`config.mk`:
```
export PLATFORM = sky130hd
export DESIGN_NAME = mau_front
export DESIGN_NICKNAME = d
export VERILOG_FILES = /design/src/hdl/motion_accel_and_yaw_unwrap_macros.svh /design/src/hdl/mau_pkg.sv /design/src/hdl/mau_front.sv
export SDC_FILE = /design/constraint.sdc
export NUM_CORES = 1
export LEC_CHECK = 0
export BUFFER_PORTS_ARGS = -buffer_cell sky130_fd_sc_hd__buf_2
export CELL_PAD_IN_SITES_DETAIL_PLACEMENT = 0
export CELL_PAD_IN_SITES_GLOBAL_PLACEMENT = 1
export CORE_ASPECT_RATIO = 0.8
export CORE_MARGIN = 5
export CORE_UTILIZATION = 39
export DETAILED_ROUTE_END_ITERATION = 8
export GPL_ROUTABILITY_DRIVEN = 0
export PLACE_DENSITY_LB_ADDON = 0.1
export SLEW_MARGIN = 20
export SYNTH_ARGS = -nofsm -noshare
export SYNTH_HDL_FRONTEND = slang
export SYNTH_SLANG_ARGS = --single-unit
```
`constraint.sdc`:
```
create_clock -name clk_i -period 17.4 [get_ports clk_i]
set_clock_uncertainty 0.05 [all_clocks]
set_input_delay 2.61 -clock clk_i [delete_from_list [all_inputs] [get_ports clk_i]]
set_output_delay 2.61 -clock clk_i [all_outputs]
set_load 0.02 [all_outputs]
```
`src/hdl/motion_accel_and_yaw_unwrap_macros.svh`:
```
// assertion helpers used by the top-level rtl
`ifndef MOTION_ACCEL_AND_YAW_UNWRAP_MACROS_SVH
`define MOTION_ACCEL_AND_YAW_UNWRAP_MACROS_SVH

// condition holds at every edge out of reset
`define MAU_ASSERT_ALWAYS(label, clk, rst_n, cond) \
  label: assert property (@(posedge clk) disable iff (!rst_n) (cond)) \
    else $error("mau: check failed");

// antecedent at one edge implies consequent at the next
`define MAU_ASSERT_NEXT(label, clk, rst_n, ante, cons) \
  label: assert property (@(posedge clk) disable iff (!rst_n) (ante) |=> (cons)) \
    else $error("mau: check failed");

`endif

```
`src/hdl/mau_pkg.sv`:
```
`timescale 1ns / 1ps
package mau_pkg;

  localparam int CfgIdxW  = 3;
  localparam int CfgDataW = 16;

  localparam logic [CfgIdxW-1:0] CfgLpfAlpha    = 3'd0;
  localparam logic [CfgIdxW-1:0] CfgGravity     = 3'd1;
  localparam logic [CfgIdxW-1:0] CfgDeadbandXy  = 3'd2;
  localparam logic [CfgIdxW-1:0] CfgDeadbandZ   = 3'd3;
  localparam logic [CfgIdxW-1:0] CfgWarmupItems = 3'd4;

  localparam int QDepth = 2;
  localparam int QPtrW  = $clog2(QDepth);
  localparam int QCntW  = $clog2(QDepth + 1);

  localparam logic signed [16:0] YawHalfTurn = 17'sd25736;
  localparam logic signed [32:0] YawFullTurn = 33'sd51470;

  typedef struct packed {
    logic [15:0] lpf_alpha;
    logic [14:0] gravity_level;
    logic [11:0] deadband_xy;
    logic [11:0] deadband_z;
    logic [15:0] warmup_items;
  } mau_cfg_t;

  typedef struct packed {
    logic signed [15:0] quat_w;
    logic signed [15:0] quat_x;
    logic signed [15:0] quat_y;
    logic signed [15:0] quat_z;
    logic signed [19:0] accel_x;
    logic signed [19:0] accel_y;
    logic signed [19:0] accel_z;
    logic signed [15:0] yaw_angle;
  } mau_in_t;

  typedef struct packed {
    logic signed [19:0] motion_north;
    logic signed [19:0] motion_east;
    logic signed [19:0] motion_up;
    logic signed [31:0] yaw_total;
    logic               attitude_ready;
  } mau_out_t;

  typedef struct packed {
    mau_in_t            item;
    logic signed [31:0] yaw_total;
    logic               ready;
  } mau_job_t;

  // round to nearest, halves away from zero
  function automatic logic signed [59:0] round_shift(input logic signed [59:0] v,
                                                     input int unsigned sh);
    logic [59:0] half;
    logic [59:0] mag;
    logic [59:0] q;
    half = 60'd1 << (sh - 1);
    mag  = v[59] ? 60'(-v) : 60'(v);
    q    = (mag + half) >> sh;
    return v[59] ? -$signed(q) : $signed(q);
  endfunction

  function automatic logic signed [19:0] sat20(input logic signed [59:0] v);
    if (v > 60'sd524287) return 20'sh7ffff;
    if (v < -60'sd524288) return 20'sh80000;
    return v[19:0];
  endfunction

  function automatic logic signed [19:0] dead_band(input logic signed [19:0] v,
                                                   input logic [11:0] band);
    logic signed [20:0] ext;
    logic [20:0]        mag;
    ext = 21'(v);
    mag = ext[20] ? 21'(-ext) : 21'(ext);
    return (mag < {9'd0, band}) ? 20'sd0 : v;
  endfunction

endpackage

```
`src/hdl/mau_front.sv`:
```
`timescale 1ns / 1ps
module mau_front (
  input  logic              clk_i,
  input  logic              rst_ni,
  input  mau_pkg::mau_cfg_t cfg_i,
  input  logic              in_valid_i,
  output logic              in_stall_o,
  input  mau_pkg::mau_in_t  in_data_i,
  input  logic              q_full_i,
  output logic              push_o,
  output mau_pkg::mau_job_t job_o
);
  import mau_pkg::*;

  logic signed [15:0] prev_yaw_q, prev_yaw_d;
  logic signed [15:0] turn_q, turn_d;
  logic [15:0]        wcnt_q, wcnt_d;
  logic               ready_q, ready_d;
  logic signed [31:0] hold_q, hold_d;
  logic signed [16:0] dyaw;
  logic signed [32:0] turn_prod;

  assign in_stall_o = q_full_i;
  assign push_o     = in_valid_i && !q_full_i;

  always_comb begin
    prev_yaw_d = prev_yaw_q;
    turn_d     = turn_q;
    wcnt_d     = wcnt_q;
    ready_d    = ready_q;
    hold_d     = hold_q;
    dyaw       = 17'(in_data_i.yaw_angle) - 17'(prev_yaw_q);
    turn_prod  = 33'sd0;
    if (wcnt_q >= cfg_i.warmup_items) begin
      ready_d = 1'b1;
      if (dyaw >= YawHalfTurn) begin
        if (turn_q != 16'sh8000) turn_d = turn_q - 16'sd1;
      end else if (dyaw <= -YawHalfTurn) begin
        if (turn_q != 16'sh7fff) turn_d = turn_q + 16'sd1;
      end
      // |turns * full turn + yaw| stays inside 32 bits
      turn_prod  = 33'(turn_d) * YawFullTurn;
      hold_d     = turn_prod[31:0] + 32'(in_data_i.yaw_angle);
      prev_yaw_d = in_data_i.yaw_angle;
    end else begin
      wcnt_d = wcnt_q + 16'd1;
    end
    job_o.item      = in_data_i;
    job_o.yaw_total = hold_d;
    job_o.ready     = ready_d;
  end

  always_ff @(posedge clk_i or negedge rst_ni) begin
    if (!rst_ni) begin
      prev_yaw_q <= '0;
      turn_q     <= '0;
      wcnt_q     <= '0;
      ready_q    <= 1'b0;
      hold_q     <= '0;
    end else if (push_o) begin
      prev_yaw_q <= prev_yaw_d;
      turn_q     <= turn_d;
      wcnt_q     <= wcnt_d;
      ready_q    <= ready_d;
      hold_q     <= hold_d;
    end
  end

endmodule

```
==> results of run 1 <==
metrics by stage:
stage / utilization / hold WS, ns / setup WS [ns] / instances / area [sq um]
after CTS: 0.400 / 0.416 / 0.826 / 1936 / 12900
after floorplan: - / 0.375 / 1.86 / 1573 / 12700
after global routing: 0.400 / 0.448 / 0.156 / 1936 / 12900
final: 0.400 / 0.419 / 1.13 / 1936 / 12900
after detailed placement: 0.390 / 0.393 / 0.873 / 1920 / 12600
after global placement: 0.390 / 0.394 / 0.894 / 1920 / 12600
registers in the layout, summed over array words and instances (netlist names):
register	flops
ready_q	1
wcnt_q	16
hold_q	32
turn_q	16
prev_yaw_q	16
per-layer routing:
| metal | up-vias | wire (microns) | track usage | part of all wire |
|---|---|---|---|---|
| met3 | 48 | 1600 | 0.0359 | 0.050 |
| met2 | 217 | 13600 | 0.270 | 0.43 |
| met1 | 4633 | 16000 | 0.262 | 0.51 |
| met4 | 0 | 456 | 0.0392 | 0.014 |
| met5 | - | 0 | 0 | 0 |
| li1 | 4954 | - | - | - |
final cells by class:
cell class	instances	area share
repair buffers	99	0.0410
inverters	245	0.0711
multi-input cells	1068	0.665
clock buffers	9	0.0174
flip-flops and latches	81	0.157
clock inverters	7	0.00783
well taps	427	0.0413
path summary, 6_finish.rpt:
check                        endpoint  depth (start not counted)          start
max                         job_o[31]                         46   in_data_i[0]
min                           ready_q                          1        ready_q
max reg2reg                hold_q[31]                         42  prev_yaw_q[0]
min reg2reg                   ready_q                          1        ready_q
max in group asynchronous   turn_q[4]                          2         rst_ni
min in group asynchronous  hold_q[26]                          1         rst_ni
logic make-up after synthesis:
| family | share of synthesized area |
|---|---|
| AND/OR/NAND/NOR | 0.158 |
| adder cells (fa/ha/maj) | 0.277 |
| multiplexers | 0.0161 |
| flip-flops | 0.159 |
| AO/OA/AOI/OAI | 0.147 |
| buffers and inverters | 0.167 |
| XOR/XNOR | 0.0750 |
cell usage in the layout (no fill, tap or decap), types with 12 or more instances in the layout:
cell / instances
ha_1: 173
a21oi_1: 44
and3_1: 16
dfrtp_1: 81
buf_2: 85
nand2_1: 207
fa_1: 68
o21ai_0: 51
nand3_1: 33
a21o_1: 36
mux2_2: 12
a31oi_1: 15
nand4_1: 14
nor3_1: 23
a211oi_1: 15
xnor2_1: 82
xor2_1: 25
inv_1: 245
buf_4: 14
nor2_1: 69
==> results.toml, run 1 <==
[global_routing]
grt_pass1_vias = 9843
grt_pass1_wl_microns = 52200
grt_overflow = 0
grt_max_degree = 58
antenna_found_initial = 1
grt_use_total = 0.178

[worst_setup_path]
critPathKind = "in2out"
required_ns = 14.74
crit_buf_inv = 7
crit_arrival_ns = 13.61
crit_fanout = 7
critical-path-max-stage-delay_ns = 0.57
end_kind = "output pin"
rrSetupSlack_ns = 6.25
crit_path_start_kind = "input port"
critical_path.top_delay_family = "adder cells"
cp_slowest_cell = "fa_1"

[detailed_routing]
wl_microns = 31600
drt_pass1_iterations = 5
antenna_left = 0
num_vias = 9852
drc = 0
wl_per_cell_microns = 16.3
avgViaCountPerCell = 5.09
drt_iter0_drc = 539

[logic_synthesis]
yosysSeqAreaShare = 0.159
netlist_area_sq_um = 12700
synthTopCellsByArea = "ha_1, dfrtp_1, fa_1"
ys_warn_count = 0
synth_seq_cells = 81
syn_inst = 1573
yosysTopAreaCell = "ha_1"
avgSynthCellArea_sq_um = 8.08
synth_top_area_frac = 0.170
netlist_top_cells_count = "inv_1, nand2_1, ha_1"
ys_types = 77
synth_fp_nets = 2029
synth_most_common_cell = "inv_1"
synth_edf_count = 0
async_reset_ff_frac = 1.00
ys.flop_type = "dfrtp_1"

[floorplanning]
start_util = 0.393
die_w_microns = 212
io_pins = 390
rows = 59
die_area_sq_um = 36300
die_y_microns = 172
coreArea_sq_um = 32300

[clocking]
cts_buffers = 9
cts_tree = "built"
ctsRootBufferMaster = "clkbuf_16"
clk_pin_slew_ns = 0.07
cts_resized = 0
htreeDepth = 3
cts_buffer_depth = 2
ctsHoldBuffers = 0
post-cts-setup-buffer-count = 0
cts.sinks = 81
clock_latency_ns = 0.37

[layout]
multiInputGateArea_sq_um = 8600
nFillCells = 3398
seqCellArea_sq_um = 2030
diodes = 0
syn_to_final_growth_pct = 1.75
nNetsFinal = 1960
drive_gt1_frac = 0.100

[placed_design]
hpwlAfterDp_microns = 26200
port_buffers = 86

[timing]
slew_headroom = 0.364
rsz0062_at_grt = "false"
finalHoldViolCount = 0
post-route-period-util = 0.935
fin_tns_setup_ns = 0
worst_pin_slew_ns = 0.948
fmax_ghz = 0.0614
period_minus_slack_ns = 16.27
setup_violations = 0
maxSlewViolCount = 0

[flow_run]
drv_cap = 0

[hold_path]
hold_class = "reg2reg"

[status]
status = "completed"
Power of run 1 is left out: the tool's default activity adds up to more than one toggle a clock period on the data nets, which glitch-free logic cannot reach.
==> inputs of run 2 (changes only) <==
--- a/config.mk
+++ b/config.mk
@@ -6,11 +6,12 @@
 export NUM_CORES = 1
 export LEC_CHECK = 0
 export BUFFER_PORTS_ARGS = -buffer_cell sky130_fd_sc_hd__buf_2
+export CAP_MARGIN = 10
 export CELL_PAD_IN_SITES_DETAIL_PLACEMENT = 0
 export CELL_PAD_IN_SITES_GLOBAL_PLACEMENT = 1
 export CORE_ASPECT_RATIO = 0.8
 export CORE_MARGIN = 5
-export CORE_UTILIZATION = 39
+export CORE_UTILIZATION = 35
 export DETAILED_ROUTE_END_ITERATION = 8
 export GPL_ROUTABILITY_DRIVEN = 0
 export PLACE_DENSITY_LB_ADDON = 0.1
==> constraint.sdc (replaced) <==
create_clock -name clk_i -period 13.3 [get_ports clk_i]
set_clock_uncertainty 0.05 [all_clocks]
set_input_delay 1.995 -clock clk_i [delete_from_list [all_inputs] [get_ports clk_i]]
set_output_delay 1.995 -clock clk_i [all_outputs]
set_load 0.02 [all_outputs]
==> run 2 against run 1 <==
Effect of this change: the run now ends with negative setup slack left; global-route usage is 0.46 points lower; core utilization is 5.0 points higher; wire length is 13% higher; critical path depth is 1 lower; final cell count is 18% higher; flip-flop and latch count stayed put; register-to-register slack worse by 2.7 ns; sequential share of layout area is 3.1 points lower; die area is 11% higher; critical endpoint is now job_o[32]; largest cell class unchanged.
==> results.toml, run 2 (synthesis gave the netlist of run 1 again) <==
[timing]
rsz0062_at_grt = "true"
slew_headroom = 0.348
fin_hold_ws_ns = 0.418
setup_violations = 3
fmax_ghz = 0.0747
finalHoldViolCount = 0
post-route-period-util = 1.01
setup_ws_ns = -0.0798
period_minus_slack_ns = 13.38
maxSlewViolCount = 0
worst_pin_slew_ns = 0.972

[clocking]
ctsRootBufferMaster = "clkbuf_16"
cts_buffers = 9
clk_pin_slew_ns = 0.07
clock_latency_ns = 0.37
htreeDepth = 3
cts_buffer_depth = 2
cts_tree = "built"
cts.sinks = 81

[detailed_routing]
wl_per_cell_microns = 15.6
wl_microns = 35600
drt_pass1_iterations = 5
antenna_left = 0
drt_iter0_drc = 561
num_vias = 11059
drc = 0
avgViaCountPerCell = 4.83

[worst_setup_path]
rr_worst_depth = 43
end_kind = "output pin"
crit_start = "in_data_i[0]"
critical-path-max-stage-delay_ns = 0.57
crit_fanout = 4
rrSetupSlack_ns = 3.57
critPathKind = "in2out"
crit_arrival_ns = 11.33
required_ns = 11.26
cp_slowest_cell = "fa_2"
r2r_start = "prev_yaw_q[0]"
crit_path_start_kind = "input port"

[hold_path]
hold_start = "ready_q"
hold_class = "reg2reg"
whs_path_depth = 1

[layout]
finalCoreUtilization = 0.450
drive_gt1_frac = 0.322
final_common_cell = "buf_4"
largest_register = "hold_q"
finalNonFillerCells = 2288
mostFrequentLayoutCells = "buf_4, inv_1, nand2_1"
syn_to_final_growth_pct = 27.2
largest_reg_flops = 32
nNetsFinal = 2259
diodes = 0

[floorplanning]
die_area_sq_um = 40300
start_util = 0.354
die_w_microns = 223
die_y_microns = 180
coreArea_sq_um = 35900
io_pins = 390
rows = 62

[placed_design]
port_buffers = 86
post-place-cells = 2220
place_ws_ns = -0.945
hpwlAfterDp_microns = 28400

[status]
violations = "negative setup slack"
status = "finished with violations"

[global_routing]
grt_pass1_vias = 11144
grt_max_degree = 67
grt_overflow = 0
grt_pass1_wl_microns = 57500
antenna_found_initial = 1
grt_use_total = 0.173

[flow_run]
drv_cap = 0
[run 2: routing by layer]
metal	part of all wire	GRT usage	vias to the layer above
li1	-	-	5546
met1	0.49	0.248	5277
met2	0.45	0.268	195
met3	0.046	0.0454	39
met4	0.012	0.0262	2
met5	0.00036	0	-
[run 2: final timing paths]
path | to
max in group asynchronous | prev_yaw_q[12]
min in group asynchronous | hold_q[26]
hold reg to reg | ready_q
hold / removal | ready_q
setup reg to reg | hold_q[30]
setup / recovery | job_o[32]
[run 2: what timing repair did]
item | in CTS | in global routing
gates resized for setup | 90 | 91
hold buffers | 0 | 0
buffers inserted | 35 | 19
setup endpoints to repair | 12 | 12
pin swaps | 63 | 67
[run 2: layout make-up]
type	instances	area (sq um)
multi-input cells	1068	9500
repair buffers	398	2830
clock buffers	9	225
flip-flops and latches	81	2030
clock inverters	7	61.3
well taps	480	601
fillers	3622	19700
inverters	245	925
[run 2: per-stage QoR]
step | area [sq um] | TNS, ns
after global routing | 16200 | -2.48
after global placement | 14600 | -5.47
after detailed placement | 14600 | -5.47
after floorplan | 12800 | 0
final | 16200 | -0.172
after CTS | 15600 | -0.217
[run 2: worst max-delay path, delay by kind of cell]
family          cells  cell delay, ns
compound gates     15            2.62
xor+xnor            2            0.28
fa+ha+maj          10            3.68
buf+inv             9            0.83
simple gates        9            1.91
Power of run 2 is left out for the same reason.
