$ cat src/hdl/motion_accel_and_yaw_unwrap_macros.svh
// assertion helpers used by the top-level rtl
`ifndef MOTION_ACCEL_AND_YAW_UNWRAP_MACROS_SVH
`define MOTION_ACCEL_AND_YAW_UNWRAP_MACROS_SVH

// condition holds at every edge out of reset
`define MAU_ASSERT_ALWAYS(label, clk, rst_n, cond) \
  label: assert property (@(posedge clk) disable iff (!rst_n) (cond)) \
    else $error("mau: check failed");

// antecedent at one edge implies consequent at the next
`define MAU_ASSERT_NEXT(label, clk, rst_n, ante, cons) \
  label: assert property (@(posedge clk) disable iff (!rst_n) (ante) |=> (cons)) \
    else $error("mau: check failed");

`endif

$ cat src/hdl/mau_pkg.sv
`timescale 1ns / 1ps
package mau_pkg;

  localparam int CfgIdxW  = 3;
  localparam int CfgDataW = 16;

  localparam logic [CfgIdxW-1:0] CfgLpfAlpha    = 3'd0;
  localparam logic [CfgIdxW-1:0] CfgGravity     = 3'd1;
  localparam logic [CfgIdxW-1:0] CfgDeadbandXy  = 3'd2;
  localparam logic [CfgIdxW-1:0] CfgDeadbandZ   = 3'd3;
  localparam logic [CfgIdxW-1:0] CfgWarmupItems = 3'd4;

  localparam int QDepth = 2;
  localparam int QPtrW  = $clog2(QDepth);
  localparam int QCntW  = $clog2(QDepth + 1);

  localparam logic signed [16:0] YawHalfTurn = 17'sd25736;
  localparam logic signed [32:0] YawFullTurn = 33'sd51470;

  typedef struct packed {
    logic [15:0] lpf_alpha;
    logic [14:0] gravity_level;
    logic [11:0] deadband_xy;
    logic [11:0] deadband_z;
    logic [15:0] warmup_items;
  } mau_cfg_t;

  typedef struct packed {
    logic signed [15:0] quat_w;
    logic signed [15:0] quat_x;
    logic signed [15:0] quat_y;
    logic signed [15:0] quat_z;
    logic signed [19:0] accel_x;
    logic signed [19:0] accel_y;
    logic signed [19:0] accel_z;
    logic signed [15:0] yaw_angle;
  } mau_in_t;

  typedef struct packed {
    logic signed [19:0] motion_north;
    logic signed [19:0] motion_east;
    logic signed [19:0] motion_up;
    logic signed [31:0] yaw_total;
    logic               attitude_ready;
  } mau_out_t;

  typedef struct packed {
    mau_in_t            item;
    logic signed [31:0] yaw_total;
    logic               ready;
  } mau_job_t;

  // round to nearest, halves away from zero
  function automatic logic signed [59:0] round_shift(input logic signed [59:0] v,
                                                     input int unsigned sh);
    logic [59:0] half;
    logic [59:0] mag;
    logic [59:0] q;
    half = 60'd1 << (sh - 1);
    mag  = v[59] ? 60'(-v) : 60'(v);
    q    = (mag + half) >> sh;
    return v[59] ? -$signed(q) : $signed(q);
  endfunction

  function automatic logic signed [19:0] sat20(input logic signed [59:0] v);
    if (v > 60'sd524287) return 20'sh7ffff;
    if (v < -60'sd524288) return 20'sh80000;
    return v[19:0];
  endfunction

  function automatic logic signed [19:0] dead_band(input logic signed [19:0] v,
                                                   input logic [11:0] band);
    logic signed [20:0] ext;
    logic [20:0]        mag;
    ext = 21'(v);
    mag = ext[20] ? 21'(-ext) : 21'(ext);
    return (mag < {9'd0, band}) ? 20'sd0 : v;
  endfunction

endpackage

$ cat src/hdl/mau_fifo.sv
`timescale 1ns / 1ps
module mau_fifo (
  input  logic              clk_i,
  input  logic              rst_ni,
  input  logic              push_i,
  input  mau_pkg::mau_job_t push_data_i,
  output logic              full_o,
  input  logic              pop_i,
  output logic              valid_o,
  output mau_pkg::mau_job_t pop_data_o
);
  import mau_pkg::*;

  mau_job_t               mem_q [QDepth];
  logic [QPtrW-1:0]       wr_q, rd_q;
  logic [QCntW-1:0]       cnt_q;

  assign full_o     = (cnt_q == QCntW'(QDepth));
  assign valid_o    = (cnt_q != '0);
  assign pop_data_o = mem_q[rd_q];

  always_ff @(posedge clk_i) begin
    if (push_i) mem_q[wr_q] <= push_data_i;
  end

  always_ff @(posedge clk_i or negedge rst_ni) begin
    if (!rst_ni) begin
      wr_q  <= '0;
      rd_q  <= '0;
      cnt_q <= '0;
    end else begin
      if (push_i) wr_q <= (wr_q == QPtrW'(QDepth - 1)) ? '0 : wr_q + 1'b1;
      if (pop_i)  rd_q <= (rd_q == QPtrW'(QDepth - 1)) ? '0 : rd_q + 1'b1;
      if (push_i && !pop_i)      cnt_q <= cnt_q + 1'b1;
      else if (pop_i && !push_i) cnt_q <= cnt_q - 1'b1;
    end
  end

endmodule

$ cat config.mk
export PLATFORM = sky130hd
export DESIGN_NAME = mau_fifo
export DESIGN_NICKNAME = d
export VERILOG_FILES = /design/src/hdl/motion_accel_and_yaw_unwrap_macros.svh /design/src/hdl/mau_pkg.sv /design/src/hdl/mau_fifo.sv
export SDC_FILE = /design/constraint.sdc
export NUM_CORES = 1
export LEC_CHECK = 0
export ABC_CLOCK_PERIOD_IN_PS = 9900
export BUFFER_PORTS_ARGS = -buffer_cell sky130_fd_sc_hd__buf_4
export CAP_MARGIN = 30
export CORE_ASPECT_RATIO = 2
export CORE_UTILIZATION = 52
export DETAILED_ROUTE_END_ITERATION = 7
export GPL_TIMING_DRIVEN = 0
export PLACE_DENSITY = 0.88
export SETUP_SLACK_MARGIN = 0.02
export SLEW_MARGIN = 20
export SYNTH_ARGS = -nofsm -noshare
export SYNTH_HDL_FRONTEND = slang
export SYNTH_SLANG_ARGS = --single-unit
$ cat constraint.sdc
create_clock -name clk_i -period 9.9 [get_ports clk_i]
set_input_delay 1.485 -clock clk_i [delete_from_list [all_inputs] [get_ports clk_i]]
set_output_delay 1.485 -clock clk_i [all_outputs]
set_load 0.02 [all_outputs]
==> flow_summary.json, run 1 <==
{
  "criticalPathCategory": "flop to output port",
  "end_kind": "output port",
  "run_status": "finished, final reports clean",
  "clk_latency_ps": 550,
  "ctsRootBufferMaster": "clkbuf_16",
  "maxSlewHeadroom_pct": 53.37,
  "layout_commonest_cell": "buf_4",
  "post-dp-hpwl_um": 20010,
  "start_kind": "flop",
  "final-hold-violation-count": 0,
  "critPathMaxStageDelay_ps": 400,
  "first_pass_iters": 4,
  "fp-row-count": 80,
  "grt_most_used_layer": "met2",
  "place_congestion": 0.8161,
  "crit_required_ps": 8420,
  "mostFrequentLayoutCells": "buf_4, edfxtp_1, mux2_2",
  "hp-start": "cnt_q[1]",
  "timing.critical_path.buf_inv": 3,
  "post-place-ws_ps": 6683,
  "grt_first_pass_wirelength_um": 40700,
  "use_met1_pct": 20.07,
  "initial_utilization_pct": 53.23,
  "grt_usage_pct": 22.08,
  "layout-drive-gt1-share_pct": 61.36,
  "via_per_inst": 5.357,
  "hp-class": "flop to flop",
  "num-fill-cells": 1478,
  "cts_max_path_buffers": 3,
  "r2r-start": "wr_q",
  "multiInputGateArea_um2": 2043,
  "regArea_um2": 10490,
  "met2_usage_pct": 42.91,
  "antenna_found_initial": 1,
  "crit_path_frequent_cell": "buf_6",
  "ant_nets": 0,
  "power_density_nw_per_um2": 295.3,
  "syn_nets": 732,
  "wl_per_cell_um": 22.35,
  "cts_buffers": 29,
  "ir_worst_vdd_mv": 0.2449,
  "ios": 352,
  "layout_min_cycle_time_ps": 3435,
  "critPathMaxFanout": 10,
  "final_nets": 1124,
  "cts_hold_buf": 0,
  "yosysSeqAreaShare_pct": 82.37,
  "syn2layout_area_growth_pct": 32.51,
  "cts_sinks": 350,
  "synth_warnings": 0,
  "gr-total-overflow": 0,
  "finalSetupViolCount": 0,
  "crit_arrival_ps": 1950,
  "grt_max_degree": 56,
  "path_cells": "buf_6 > buf_6 > mux2_2 > buf_4",
  "synth_top_area_share_pct": 81.59,
  "wl_um": 28070,
  "die_w_um": 112.7,
  "max_freq_mhz": 291.1,
  "grt_pass1_vias": 7240,
  "ys_top_cells_by_area": "edfxtp_1, mux2_2, buf_6",
  "cts_resized": 0,
  "yosysUniqueCellTypes": 13,
  "io_buffers": 351,
  "cts_tree": "built",
  "finish.utilization_pct": 70.54,
  "drt_iter0_markers": 372,
  "use_met3_pct": 4.618,
  "timing.setup.tns_ps": 0,
  "vias": 6728,
  "avgSynthCellArea_um2": 22.99,
  "worstSetupStartpoint": "rd_q",
  "worst_slew_pin_slew_ps": 698.0,
  "crit_slowest_cell": "dfrtp_1",
  "maxCapViolations": 0,
  "path_clk_slew_ps": 70,
  "p_leak_nw": 6.365,
  "netlist_instances": 554,
  "cpLargestDelayFamily": "buffers and inverters",
  "finalClockSkew_ps": 17.98,
  "worst_slack_ps": 6465,
  "cts.htree.levels": 1,
  "ys_ff_latch": 350,
  "timing.final.crit_share_pct": 34.69,
  "drc": 0,
  "fp.dieArea_um2": 25160,
  "syn-cell-area_um2": 12730,
  "rsz0062_at_grt": "false",
  "postCtsSetupRepairBufs": 0,
  "core_area_um2": 23920,
  "report.final.slew_viol_count": 0,
  "die_y_um": 223.3,
  "yosysTopAreaCell": "edfxtp_1"
}
## state kept, by name, indices dropped and copies added, names as in the netlist
name,flops
cnt_q,2
mem_q,346
rd_q,1
wr_q,1
## per-layer routing
layer	vias up	share of wire, %
met4	0	5.8
met3	86	6.0
met5	-	0
met1	3373	30
met2	285	58
li1	2984	-
## stage by stage
step           std cells  hold WS, ps  total power [W]  area (um^2)
3_5_place_dp        1202        470.5         0.003937        15980
4_1_cts             1255        480.3         0.005033        16870
5_1_grt             1256        487.1         0.005154        16870
2_1_floorplan        554        447.4         0.003203        12730
6_report            1256        470.7         0.004984        16870
3_3_place_gp        1192        468.8         0.003939        15730
## synth_stat cells, drive strengths merged
cell type and n:
edfxtp 346, mux2 173, buf 19, dfrtp 4, xor2 4, nor2b 2, and2 1, ha 1
inv 1, nor2 1, or2 1, xnor2 1
## kinds of logic (layout without fill, tap and decap cells)
kind of cell / Yosys count / count (layout) / synth area share, %
DFF: 350 / 350 / 82.37
muxes: 173 / 173 / 15.30
buffers and inverters: 20 / 434 / 1.660
xor gates and xnor gates: 5 / 5 / 0.3439
and+or+nand+nor: 5 / 5 / 0.2260
adders and majority gates: 1 / 1 / 0.09824
other: 0 / 1 / 0
## area by class of cell
type | count | share of cell area (%)
timing repair buffer | 361 | 17.07
buffer | 19 | 1.231
sequential | 350 | 62.16
tap | 287 | 2.128
inverter | 1 | 0.02224
clock buffer | 38 | 4.501
clock inverter | 15 | 0.7637
antenna | 1 | 0.01483
multi-input combinational | 184 | 12.11
## final timing paths
check	to	slack [ps]	depth (start not counted)
min in group asynchronous	rd_q	710	1
min reg2reg	cnt_q[1]	470	1
max reg2reg	mem_q[0][69]	7900	4
min	cnt_q[1]	470	1
max	pop_data_o[64]	6470	4
max in group asynchronous	cnt_q[0]	9070	1
## report_power, final
part / switching [W] / internal [W]
combinational: 0.00101 / 0.000860
sequential: 0.0000676 / 0.00196
clock: 0.000487 / 0.000593
total: 0.00157 / 0.00342
No activity file was read; power rests on OpenSTA's default activity.
==> inputs of run 2 (changes only) <==
--- a/config.mk
+++ b/config.mk
@@ -5,14 +5,14 @@
 export SDC_FILE = /design/constraint.sdc
 export NUM_CORES = 1
 export LEC_CHECK = 0
-export ABC_CLOCK_PERIOD_IN_PS = 9900
+export ABC_CLOCK_PERIOD_IN_PS = 3100
 export BUFFER_PORTS_ARGS = -buffer_cell sky130_fd_sc_hd__buf_4
 export CAP_MARGIN = 30
 export CORE_ASPECT_RATIO = 2
-export CORE_UTILIZATION = 52
+export CORE_UTILIZATION = 47
 export DETAILED_ROUTE_END_ITERATION = 7
 export GPL_TIMING_DRIVEN = 0
-export PLACE_DENSITY = 0.88
+export PLACE_DENSITY = 0.85
 export SETUP_SLACK_MARGIN = 0.02
 export SLEW_MARGIN = 20
 export SYNTH_ARGS = -nofsm -noshare
==> constraint.sdc (replaced) <==
create_clock -name clk_i -period 3.1 [get_ports clk_i]
set_input_delay 0.465 -clock clk_i [delete_from_list [all_inputs] [get_ports clk_i]]
set_output_delay 0.465 -clock clk_i [all_outputs]
set_load 0.02 [all_outputs]
==> run 2 against run 1 <==
Largest power group unchanged; clock power grew to 3.5 times the previous value; core utilization fell by 6.0 points; cell area grew 1.3%; non-clock buffer count up 2; largest cell class unchanged; sequential power rose to 3.2 times the previous value.
==> flow_summary.json, run 2 (synthesis results as in run 1) <==
{
  "run_status": "finished, final reports clean",
  "dp.cells": 1260,
  "post-place-ws_ps": 861.2,
  "wl_per_cell_um": 21.22,
  "fp.dieArea_um2": 27800,
  "drc": 0,
  "cts.htree.levels": 1,
  "maxSlewHeadroom_pct": 64.34,
  "core_area_um2": 26490,
  "p_leak_nw": 6.425,
  "cts_tree": "built",
  "gr-total-overflow": 0,
  "layout_commonest_cell": "buf_4",
  "grt_max_degree": 55,
  "worst_slack_ps": 756.1,
  "vias": 6659,
  "design_area_um2": 17090,
  "first_pass_iters": 4,
  "timing.final.crit_share_pct": 75.61,
  "layout_min_cycle_time_ps": 2344,
  "drt_iter0_markers": 290,
  "finalSetupViolCount": 0,
  "wl_um": 27940,
  "regArea_um2": 10490,
  "largest_reg_flops": 346,
  "clk_latency_ps": 550,
  "multiInputGateArea_um2": 2043,
  "io_buffers": 351,
  "cts_resized": 0,
  "initial_utilization_pct": 48.08,
  "top_regs": "mem_q (346), cnt_q (2)",
  "worst_slew_pin_slew_ps": 533.7,
  "grt_usage_pct": 20.16,
  "grt_pass1_vias": 7276,
  "crit_required_ps": 2630,
  "path_clk_slew_ps": 70,
  "num-fill-cells": 1781,
  "post-dp-hpwl_um": 20510,
  "timing.setup.tns_ps": 0,
  "rsz0062_at_grt": "false",
  "cts_buffers": 29,
  "end_kind": "output port",
  "die_w_um": 118.4,
  "power_density_nw_per_um2": 950.0,
  "cts_sinks": 350,
  "ctsRootBufferMaster": "clkbuf_16",
  "layout-drive-gt1-share_pct": 62.47,
  "ios": 352,
  "maxCapViolations": 0,
  "hp-class": "input pin to flop",
  "finalClockSkew_ps": 11.77,
  "antenna_found_initial": 3,
  "crit_arrival_ps": 1880,
  "postPlaceCellArea_um2": 16090,
  "grt_first_pass_wirelength_um": 41370,
  "ant_nets": 0,
  "mostFrequentLayoutCells": "buf_4, edfxtp_1, mux2_2",
  "syn2layout_area_growth_pct": 34.23,
  "ir_worst_vdd_mv": 0.8592,
  "regMostFlops": "mem_q",
  "start_kind": "flop",
  "place_congestion": 0.7730,
  "final_cells": 1317,
  "final_nets": 1126,
  "critPathMaxFanout": 10,
  "final-hold-violation-count": 0,
  "report.final.slew_viol_count": 0,
  "cts_max_path_buffers": 3,
  "via_per_inst": 5.056,
  "fp-row-count": 84,
  "max_freq_mhz": 426.6,
  "postCtsSetupRepairBufs": 0,
  "die_y_um": 234.8,
  "criticalPathCategory": "flop to output port"
}
[run 2: changes by cell type in the layout (fill, tap and decap cells not counted), sizes merged]
cell	previous run	this run
diode	1	3
clkbuf	38	30
bufinv	2	5
clkinvlp	0	5
buf	380	381
dlygate4sd3	0	1
[run 2: power by group]
group / internal, W / switching, W
clock: 0.00214 / 0.00163
sequential: 0.00626 / 0.000206
combinational: 0.00277 / 0.00323
total: 0.0112 / 0.00507
[run 2: layer usage]
metal	GRT usage [%]	vias to the layer above	share of wire [%]
met5	0	-	0
met4	13.16	0	6.0
met3	4.102	85	5.8
met2	39.73	282	58
met1	17.76	3293	30
li1	-	2999	-
[run 2: path summary, 6_finish.rpt]
kind                                  start              to  slack [ps]  cells past startpoint
setup / recovery                       rd_q  pop_data_o[87]         760                      4
hold / removal             push_data_i[148]   mem_q[1][148]         100                      1
setup reg to reg                       wr_q    mem_q[0][88]        1080                      5
hold reg to reg                    cnt_q[1]        cnt_q[1]         510                      1
max in group asynchronous            rst_ni            rd_q        2700                      2
min in group asynchronous            rst_ni        cnt_q[0]         290                      2
[run 2: per-stage QoR]
stage          power [W]  hold slack (ps)  util, %
3_5_place_dp     0.01263            268.8    60.75
2_1_floorplan    0.01007            169.4        -
4_1_cts          0.01641            61.34    64.51
3_3_place_gp     0.01238            263.3    59.69
5_1_grt          0.01681            70.80    64.54
6_report         0.01624            96.95    64.54
[run 2: area by class of cell]
class,instances,share of cell area [%]
Antenna cell,3,0.04392
Buffer,19,1.215
Clock buffer,30,4.267
Clock inverter,23,1.501
Inverter,1,0.02196
Multi-Input combinational cell,184,11.95
Sequential cell,350,61.37
Tap cell,344,2.518
Timing Repair Buffer,363,17.11
[run 2: critical path, cell delays in order, from the launching register on]
cell and delay, ps:
dfrtp_1 390, buf_6 210, buf_6 180, mux2_2 370, buf_4 170
[run 2: what timing repair did]
| item | CTS | global route |
|---|---|---|
| setup endpoints to repair | 0 | 0 |
| hold endpoints to repair | 4 | 0 |
| hold buffers | 1 | 0 |
==> inputs of run 3 (changes only) <==
--- a/config.mk
+++ b/config.mk
@@ -5,14 +5,14 @@
 export SDC_FILE = /design/constraint.sdc
 export NUM_CORES = 1
 export LEC_CHECK = 0
-export ABC_CLOCK_PERIOD_IN_PS = 3100
+export ABC_CLOCK_PERIOD_IN_PS = 2400
 export BUFFER_PORTS_ARGS = -buffer_cell sky130_fd_sc_hd__buf_4
 export CAP_MARGIN = 30
 export CORE_ASPECT_RATIO = 2
-export CORE_UTILIZATION = 47
+export CORE_UTILIZATION = 52
 export DETAILED_ROUTE_END_ITERATION = 7
 export GPL_TIMING_DRIVEN = 0
-export PLACE_DENSITY = 0.85
+export PLACE_DENSITY = 0.88
 export SETUP_SLACK_MARGIN = 0.02
 export SLEW_MARGIN = 20
 export SYNTH_ARGS = -nofsm -noshare
==> constraint.sdc (replaced) <==
create_clock -name clk_i -period 2.4 [get_ports clk_i]
set_input_delay 0.36 -clock clk_i [delete_from_list [all_inputs] [get_ports clk_i]]
set_output_delay 0.36 -clock clk_i [all_outputs]
set_load 0.02 [all_outputs]
==> run 3 against run 2 <==
Final cell count grew 8.7%; routed wire length grew 27%; core utilization grew 14 points; register-to-register slack lost 850 ps; setup slack lost 660 ps; via count grew 16%; sequential share of layout area shrank 5.5 points; sequential power grew 31%; combinational power grew 37%; global-route usage grew 7.7 points; first-iteration DRC count grew 52%; critical path type unchanged; critical endpoint is now pop_data_o[138]; highest routed layer unchanged.
==> flow_summary.json, run 3 (synthesis results as in run 1) <==
{
  "run_status": "finished, final reports clean",
  "ios": 352,
  "critPathMaxFanout": 10,
  "syn2layout_area_growth_pct": 47.49,
  "layout_commonest_cell": "buf_4",
  "cts_buffers": 28,
  "finalHoldWorstSlack_ps": 35.41,
  "p_leak_nw": 7.174,
  "core_area_um2": 23920,
  "postPlaceCellArea_um2": 16010,
  "post-dp-hpwl_um": 20270,
  "gr-total-overflow": 0,
  "ir_worst_vdd_mv": 0.8763,
  "regMostFlops": "mem_q",
  "wl_per_cell_um": 24.70,
  "final-hold-violation-count": 0,
  "fp-row-count": 80,
  "path_clk_slew_ps": 70,
  "cts.htree.levels": 1,
  "cts_tree": "built",
  "timing.final.crit_share_pct": 95.88,
  "finalClockSkew_ps": 23.38,
  "drt_iter0_markers": 441,
  "drc": 0,
  "top_regs": "mem_q (346), cnt_q (2)",
  "fp.dieArea_um2": 25160,
  "final_nets": 1299,
  "r2r-start": "wr_q",
  "maxSlewHeadroom_pct": 53.94,
  "finalSetupViolCount": 0,
  "grt_first_pass_wirelength_um": 50320,
  "crit_arrival_ps": 1940,
  "die_y_um": 223.3,
  "total_power_w": 0.02179,
  "maxCapViolations": 0,
  "via_per_inst": 5.388,
  "power_density_nw_per_um2": 1160,
  "design_area_um2": 18780,
  "antenna_found_initial": 2,
  "clk_latency_ps": 550,
  "largest_reg_flops": 346,
  "max_freq_mhz": 434.6,
  "first_pass_iters": 5,
  "cts_max_path_buffers": 3,
  "worstSetupStartpoint": "rd_q",
  "cts_sinks": 350,
  "hp-start": "push_data_i[105]",
  "dp.cells": 1203,
  "report.final.slew_viol_count": 0,
  "mostFrequentLayoutCells": "buf_4, edfxtp_1, dlygate4sd3_1",
  "wl_um": 35370,
  "layout_min_cycle_time_ps": 2301,
  "grt_usage_pct": 27.84,
  "criticalPathCategory": "flop to output port",
  "hp-class": "input pin to flop",
  "worst_slew_pin_slew_ps": 689.4,
  "ctsRootBufferMaster": "clkbuf_16",
  "ant_nets": 0,
  "vias": 7716,
  "start_kind": "flop",
  "rsz0062_at_grt": "false",
  "crit_required_ps": 2040,
  "grt_pass1_vias": 8483,
  "grt_max_degree": 53,
  "die_w_um": 112.7,
  "postCtsSetupRepairBufs": 0,
  "io_buffers": 351,
  "final_cells": 1432,
  "initial_utilization_pct": 53.23,
  "end_kind": "output port",
  "place_congestion": 0.7907,
  "layout-drive-gt1-share_pct": 52.84
}
==> run 3: layer usage <==
layer	GRT usage (%)	routed length, um	share of wire (%)	vias up
met4	15.78	2102	5.9	0
met2	54.10	20270	57	395
li1	-	-	-	3337
met5	0	0	0	-
met1	26.99	11160	32	3867
met3	4.591	1843	5.2	117
==> run 3: worst paths after layout <==
path / to / slack, ps / depth (start not counted)
max in group asynchronous: rd_q / 2120 / 2
setup reg to reg: mem_q[0][139] / 230 / 5
hold reg to reg: cnt_q[1] / 510 / 1
min in group asynchronous: wr_q / 170 / 2
setup / recovery: pop_data_o[138] / 100 / 4
hold / removal: mem_q[1][105] / 40 / 1
==> run 3: final cells by class <==
cell class / instances / area, um^2
buffer: 19 / 211.5
timing repair buffer: 537 / 4654
multi-input combinational: 184 / 2043
fill: 1116 / 5140
sequential: 350 / 10490
clock buffer: 30 / 729.5
antenna: 2 / 5.005
clock inverter: 22 / 285.3
inverter: 1 / 3.754
tap: 287 / 359.1
==> run 3: stage by stage <==
stage	utilization, %	worst slack (ps)	setup TNS (ps)
2_1_floorplan	-	-1014	-279990
3_3_place_gp	65.78	-2300	-676430
3_5_place_dp	66.91	200.4	0
4_1_cts	78.49	16.10	0
5_1_grt	78.51	41.87	0
6_report	78.51	98.92	0
==> run 3: worst max-delay path: stages (launching register included) <==
cell and delay [ps]:
dfrtp_2 420, buf_6 200, buf_6 200, mux2_2 400, buf_4 170
==> run 3: report_power, final <==
group          internal (W)  switching, W
logic               0.00377       0.00444
registers           0.00810      0.000361
clock network       0.00296       0.00216
==> run 3: repair_timing <==
| item | 4_1_cts | 5_1_grt |
|---|---|---|
| endpoints found under the setup margin | 1 | 10 |
| endpoints found under the hold margin | 350 | 0 |
| resized for setup | 1 | 1 |
| hold buffers | 175 | 0 |
